===== src/rtl/gait_phase_scheduler_assert.svh =====
// Assertion macros for the gait phase scheduler.
// Expects clk and rst_n in the scope of use.
`ifndef GAIT_PHASE_SCHEDULER_ASSERT_SVH
`define GAIT_PHASE_SCHEDULER_ASSERT_SVH

// same-cycle implication
`define GPS_ASSERT_IMPL(name, ante, cons) \
    name: assert property (@(posedge clk) disable iff (!rst_n) (ante) |-> (cons)) \
        else $error("gait_phase_scheduler: assertion failed");

// next-cycle implication
`define GPS_ASSERT_NEXT(name, ante, cons) \
    name: assert property (@(posedge clk) disable iff (!rst_n) (ante) |=> (cons)) \
        else $error("gait_phase_scheduler: assertion failed");

`endif


===== src/rtl/gps_pkg.sv =====
// Package for the gait phase scheduler: widths, register indexes and types.
// No dependencies.
`timescale 1ns / 1ps
package gps_pkg;

    localparam int ITER_W          = 32;
    localparam int REM_W           = 16;
    localparam int TICK_W          = 15;
    localparam int SEG_W           = 5;
    localparam int IPS_W           = 11;
    localparam int PHASE_W         = 4;
    localparam int OFF_W           = 4;
    localparam int DUR_W           = 5;
    localparam int OFFSETS_W       = 16;
    localparam int DURATIONS_W     = 20;
    localparam int CFG_DATA_W      = 20;
    localparam int LEG_SLOTS       = 4;
    localparam int LANES           = 2 * LEG_SLOTS;
    localparam int SEG_SLOTS       = 16;
    localparam int HORIZON_W       = LEG_SLOTS * SEG_SLOTS;
    localparam int STEPS_PER_STAGE = 4;
    localparam int MAX_IPS         = 1024;

    localparam logic [SEG_W-1:0]       SEG_COUNT_RST = 5'd10;
    localparam logic [IPS_W-1:0]       IPS_RST       = 11'd1;
    localparam logic [OFFSETS_W-1:0]   OFFSETS_RST   = 16'd1360;
    localparam logic [DURATIONS_W-1:0] DURATIONS_RST = 20'd169125;

    typedef enum logic [1:0] {
        CFG_SEG_COUNT = 2'd0,
        CFG_IPS       = 2'd1,
        CFG_OFFSETS   = 2'd2,
        CFG_DURATIONS = 2'd3
    } gps_cfg_idx_t;

    typedef struct packed {
        logic [SEG_W-1:0]                  n;
        logic [IPS_W-1:0]                  ips;
        logic [TICK_W-1:0]                 period;
        logic [LEG_SLOTS-1:0][OFF_W-1:0]   off;
        logic [LEG_SLOTS-1:0][DUR_W-1:0]   dur;
        logic [LANES-1:0][TICK_W-1:0]      start;
        logic [LANES-1:0][TICK_W-1:0]      len;
        logic [LANES-1:0]                  lane_on;
    } gps_cfg_t;

endpackage


===== src/rtl/gps_div_stage.sv =====
// One pipeline stage of restoring division: STEPS quotient bits per lane.
// Depends on gps_pkg.
`timescale 1ns / 1ps
module gps_div_stage
    import gps_pkg::*;
#(
    parameter int LANES_N = 1,
    parameter int QW      = 32,
    parameter int STEPS   = 4
)
(
    input  logic                             clk,
    input  logic                             en,
    input  logic [LANES_N-1:0][REM_W-1:0]    rem_in,
    input  logic [LANES_N-1:0][REM_W-1:0]    den,
    input  logic [LANES_N-1:0][QW-1:0]       q_in,
    output logic [LANES_N-1:0][REM_W-1:0]    rem_out,
    output logic [LANES_N-1:0][QW-1:0]       q_out
);

    logic [LANES_N-1:0][REM_W-1:0] rem_reg, rem_next;
    logic [LANES_N-1:0][QW-1:0]    q_reg, q_next;

    always_comb
    begin : step_logic
        logic [REM_W-1:0] r;
        logic [QW-1:0]    q;
        for (int ln = 0; ln < LANES_N; ln++)
        begin
            r = rem_in[ln];
            q = q_in[ln];
            for (int s = 0; s < STEPS; s++)
            begin
                r = {r[REM_W-2:0], q[QW-1]};
                q = {q[QW-2:0], 1'b0};
                if (r >= den[ln])
                begin
                    r    = r - den[ln];
                    q[0] = 1'b1;
                end
            end
            rem_next[ln] = r;
            q_next[ln]   = q;
        end
    end

    always_ff @(posedge clk)
    begin
        if (en)
        begin
            rem_reg <= rem_next;
            q_reg   <= q_next;
        end
    end

    assign rem_out = rem_reg;
    assign q_out   = q_reg;

endmodule


===== config.mk =====
export PLATFORM = sky130hd
export DESIGN_NAME = gps_div_stage
export DESIGN_NICKNAME = d
export VERILOG_FILES = /design/src/rtl/gait_phase_scheduler_assert.svh /design/src/rtl/gps_pkg.sv /design/src/rtl/gps_div_stage.sv
export SDC_FILE = /design/constraint.sdc
export NUM_CORES = 1
export LEC_CHECK = 0
export BUFFER_PORTS_ARGS = -buffer_cell sky130_fd_sc_hd__buf_4
export CORE_ASPECT_RATIO = 0.6
export CORE_MARGIN = 4
export CORE_UTILIZATION = 61
export CTS_CLUSTER_DIAMETER = 150
export DETAILED_ROUTE_END_ITERATION = 8
export PLACE_DENSITY = 0.88
export SLEW_MARGIN = 20
export SYNTH_ARGS = -nofsm -noshare
export SYNTH_HDL_FRONTEND = slang
export SYNTH_SLANG_ARGS = --single-unit

===== constraint.sdc =====
create_clock -name clk -period 17.2 [get_ports clk]
set_input_delay 2.58 -clock clk [delete_from_list [all_inputs] [get_ports clk]]
set_output_delay 2.58 -clock clk [all_outputs]
set_load 0.01 [all_outputs]

==> qor_table.md <==
| Result | Reported | Unit |
|---|---|---|
| Outcome | complete, no violations | - |
| Post-synthesis share of cell area spent on and, or, nand and nor gates | 13.3 | % |
| # H-tree levels | 2 | - |
| Critical path startpoint category | input pin | - |
| Per-instance average area after synthesis | 9.38 | µm² |
| Residual antenna-violating net count after detailed routing | 0 | - |
| Routed WL | 14700 | µm |
| Share of post-route cells with drive strength above 1 | 25.4 | % |
| Final Instance Area | 0.00634 | mm² |
| Area Overhead vs Synth | 21.1 | % |
| Largest cells by area after synthesis | edfxtp_1 (28%), ha_1 (15%), mux2_2 (6.2%) | - |
| Portion of netlist area occupied by mux cells | 9.30 | % |
| Max rail drop VDD | 106 | µV |
| Via total after detailed routing | 4882 | - |
| Die span in y | 79.8 | µm |
| Number of ports placed on the die boundary | 114 | - |
| Net load switching power | 0.000431 | W |
| Filler Cell Count | 588 | - |
| Number of failing hold endpoints at the final stage | 0 | - |
| First-pass GRT wire length | 23500 | µm |
| DP HPWL | 11700 | µm |
| Number of buffers between clock root and the deepest sink | 2 | - |
| Detailed-route DRC error count | 0 | - |
| Via count of the first global-routing pass | 4658 | - |
| Post-Synth XOR/XNOR Area | 7.03 | % |
| Number of standard cells in the final layout excluding fillers | 777 | - |
| Origin of the worst min-delay path | q_in[19] | - |
| Number of antenna violations at the first check in global routing | 0 | - |
| Final setup violation count | 0 | - |
| Core Util, Final | 78.2 | % |
| Worst setup path category | in -> reg | - |
| Placer's final routability congestion estimate | 0.973 | - |
| Number of placed instances, taps included | 769 | - |
| Setup repair after global routing missed its margin | no | - |
| Ant diodes | 0 | - |
| Cells after Synth | 558 | - |
| Post-synth net total | 692 | - |
| Actual transition at the worst max-transition pin | 0.849 | ns |
| Placeable core region | 0.00810 | mm² |
| Number of rows in the core area | 25 | - |
| Post-layout min period | 13.08 | ns |
| Max-cap check violation count | 0 | - |
| Mapped Area | 0.00524 | mm² |
| Slew HR | 42.7 | % |
| Post-route setup TNS | 0 | ns |
| Most instantiated library cell after synthesis | ha_1 | - |
| First drt pass iteration count | 5 | - |
| Synth top cells by count | ha_1 (64), edfxtp_1 (48), inv_1 (43) | - |
| Endpoint type of the worst setup path | flip-flop | - |
| Number of slew-limit violations in the final report | 0 | - |
| Pin count of the biggest net entering global routing | 49 | - |
| Number of distinct library cells after synthesis | 67 | - |
| CP Launch Point | q_in[31] | - |
| Effective utilization at floorplan | 64.6 | % |
| Via count normalized by instance count | 6.28 | - |
| Final Total Pwr | 0.00100 | W |
| Detailed router's first-iteration violation count | 492 | - |
| Combinational cell fraction of total power | 70.2 | % |
| Post-Synth Adder-Cell Area | 16.8 | % |
| Share of Yosys cell area claimed by the top area cell type | 27.5 | % |
| Overall overflow remaining after global route | 0 | - |
| Yosys synthesis warning count | 0 | - |
| Sw Share | 42.9 | % |
| Sequential share of power | 18.6 | % |
| Number of setup buffers added after CTS | 0 | - |
| Overall track demand over capacity in global routing | 28.7 | % |
| Required arrival time at the worst endpoint | 17.24 | ns |
| Critical Path Slowest Stage Cell | o41ai_1 | - |
| Number of enable-type register cells in the synthesized netlist | 48 | - |
| Total number of cells along the worst setup path | 36 | - |
| Leakage power | 2.92 | nW |
| Synthesized-area fraction occupied by ao, oa, aoi and oai cells | 21.7 | % |
| Sequential fraction of the synthesis area | 27.5 | % |
| Category of cells accounting for the largest share of critical-path delay | compound AO/OA/AOI/OAI gates | - |
| Flip-flop and latch count after synthesis | 48 | - |
| End point of the critical path | rem_out[9]$_DFFE_PP_ | - |
| # nets final | 802 | - |
| Number of clock sinks | 48 | - |
| Library cell appearing most often on the critical path | ha_1 | - |
| Buf/Inv on CP | 7 | - |
| Floorplan die area | 0.0102 | mm² |
| Clock root buffer master | clkbuf_16 | - |
| Die W | 128 | µm |
| CP max FO | 16 | - |
| Final critical-path share of the clock period | 76.1 | % |
| Number of resized instances in the post-cts repair step | 0 | - |
| Yosys top cell by area | edfxtp_1 | - |
| Post-CTS clock slew at the launch and capture registers of the worst setup and hold paths | 0.07 | ns |
| Class of the tightest hold or removal check | in -> reg | - |
| Async S/R FF share, synth | 0 | % |
| Endpoint arrival time on the critical path | 13.12 | ns |
| Area after DPL | 0.00617 | mm² |
| Power per unit of standard cell area | 159 | mW/mm² |
| Maximum achievable frequency | 76.4 | MHz |
| Fraction of power consumed by the clock network | 11.2 | % |
| Number of buffers added on ports | 112 | - |
| CP peak stage delay | 0.76 | ns |
| Number of buffers created by CTS | 5 | - |
| Hold Buf Count CTS | 0 | - |
| CTS tree | yes | - |
| Routed wire per std cell | 18.9 | µm |
| Cell-internal power | 0.000574 | W |
| Most used DFF post-synth | edfxtp_1 | - |
| Combinational family with the most area after synthesis | compound AO/OA/AOI/OAI gates | - |
## cell type report
type	instances	area, µm²	share of cell area [%]
inverter	45	171	2.70
tap	108	135	2.13
clock buffer	5	125	1.97
sequential	48	1440	22.7
timing repair buffer	114	856	13.5
clock inverter	3	42.5	0.671
multi-input combinational	454	3570	56.3
## layout by cell type (no fill, tap or decap), types with 14 or more instances in the layout
cell / count
a21o_1: 21
a21oi_1: 34
buf_4: 114
edfxtp_1: 48
ha_1: 64
inv_1: 43
mux2_2: 29
nand2_1: 32
nand3_1: 18
nor2_1: 38
o21ai_0: 24
xnor2_1: 28
xor2_1: 14
## how the worst min path moves through the flow
| stage | slack [ns] | endpoint | cells past startpoint |
|---|---|---|---|
| 2_1_floorplan | 2.68 | q_out[10]$_DFFE_PP_ | 0 |
| 3_3_place_gp | 2.76 | q_out[11]$_DFFE_PP_ | 1 |
| 3_5_place_dp | 2.76 | q_out[31]$_DFFE_PP_ | 1 |
| 4_1_cts | 2.46 | q_out[11]$_DFFE_PP_ | 1 |
| 5_1_grt | 2.45 | q_out[9]$_DFFE_PP_ | 1 |
| 6_report | 2.46 | q_out[23]$_DFFE_PP_ | 1 |
## state kept, by name, indices dropped and copies added (netlist names)
register  cells
q_out        32
rem_out      16
## per-layer routing
layer / track usage, % / share of wire, %
met1: 40.9 / 43
met2: 46.9 / 46
met3: 6.48 / 11
met4: 2.33 / 0.28
met5: 0 / 0
## cell families (layout without fill, tap and decap cells)
kind of cell             count (synthesis)  in the layout
XOR/XNOR                                42             42
AND/OR/NAND/NOR                        143            143
adder cells (fa/ha/maj)                 68             68
buffers and inverters                   56            167
multiplexers                            42             42
flip-flops                              48             48
AO/OA/AOI/OAI                          159            159
## power by group through the flow
| stage | sequential (W) | combinational (W) | clock (W) |
|---|---|---|---|
| 6_report | 0.000187 | 0.000706 | 0.000112 |
| 5_1_grt | 0.000189 | 0.000763 | 0.000120 |
| 4_1_cts | 0.000187 | 0.000691 | 0.000113 |
| 3_5_place_dp | 0.000189 | 0.000676 | 0 |
| 3_3_place_gp | 0.000188 | 0.000643 | 0 |
| 2_1_floorplan | 0.000204 | 0.000491 | 0 |
## metrics by stage
stage	setup slack, ns	hold WS, ns
floorplan	6.29	2.68
finish	4.12	2.46
detailed placement	4.35	2.76
global placement	4.66	2.76
global route	3.67	2.45
CTS	4.47	2.46
(Power assumes the default switching activity.)
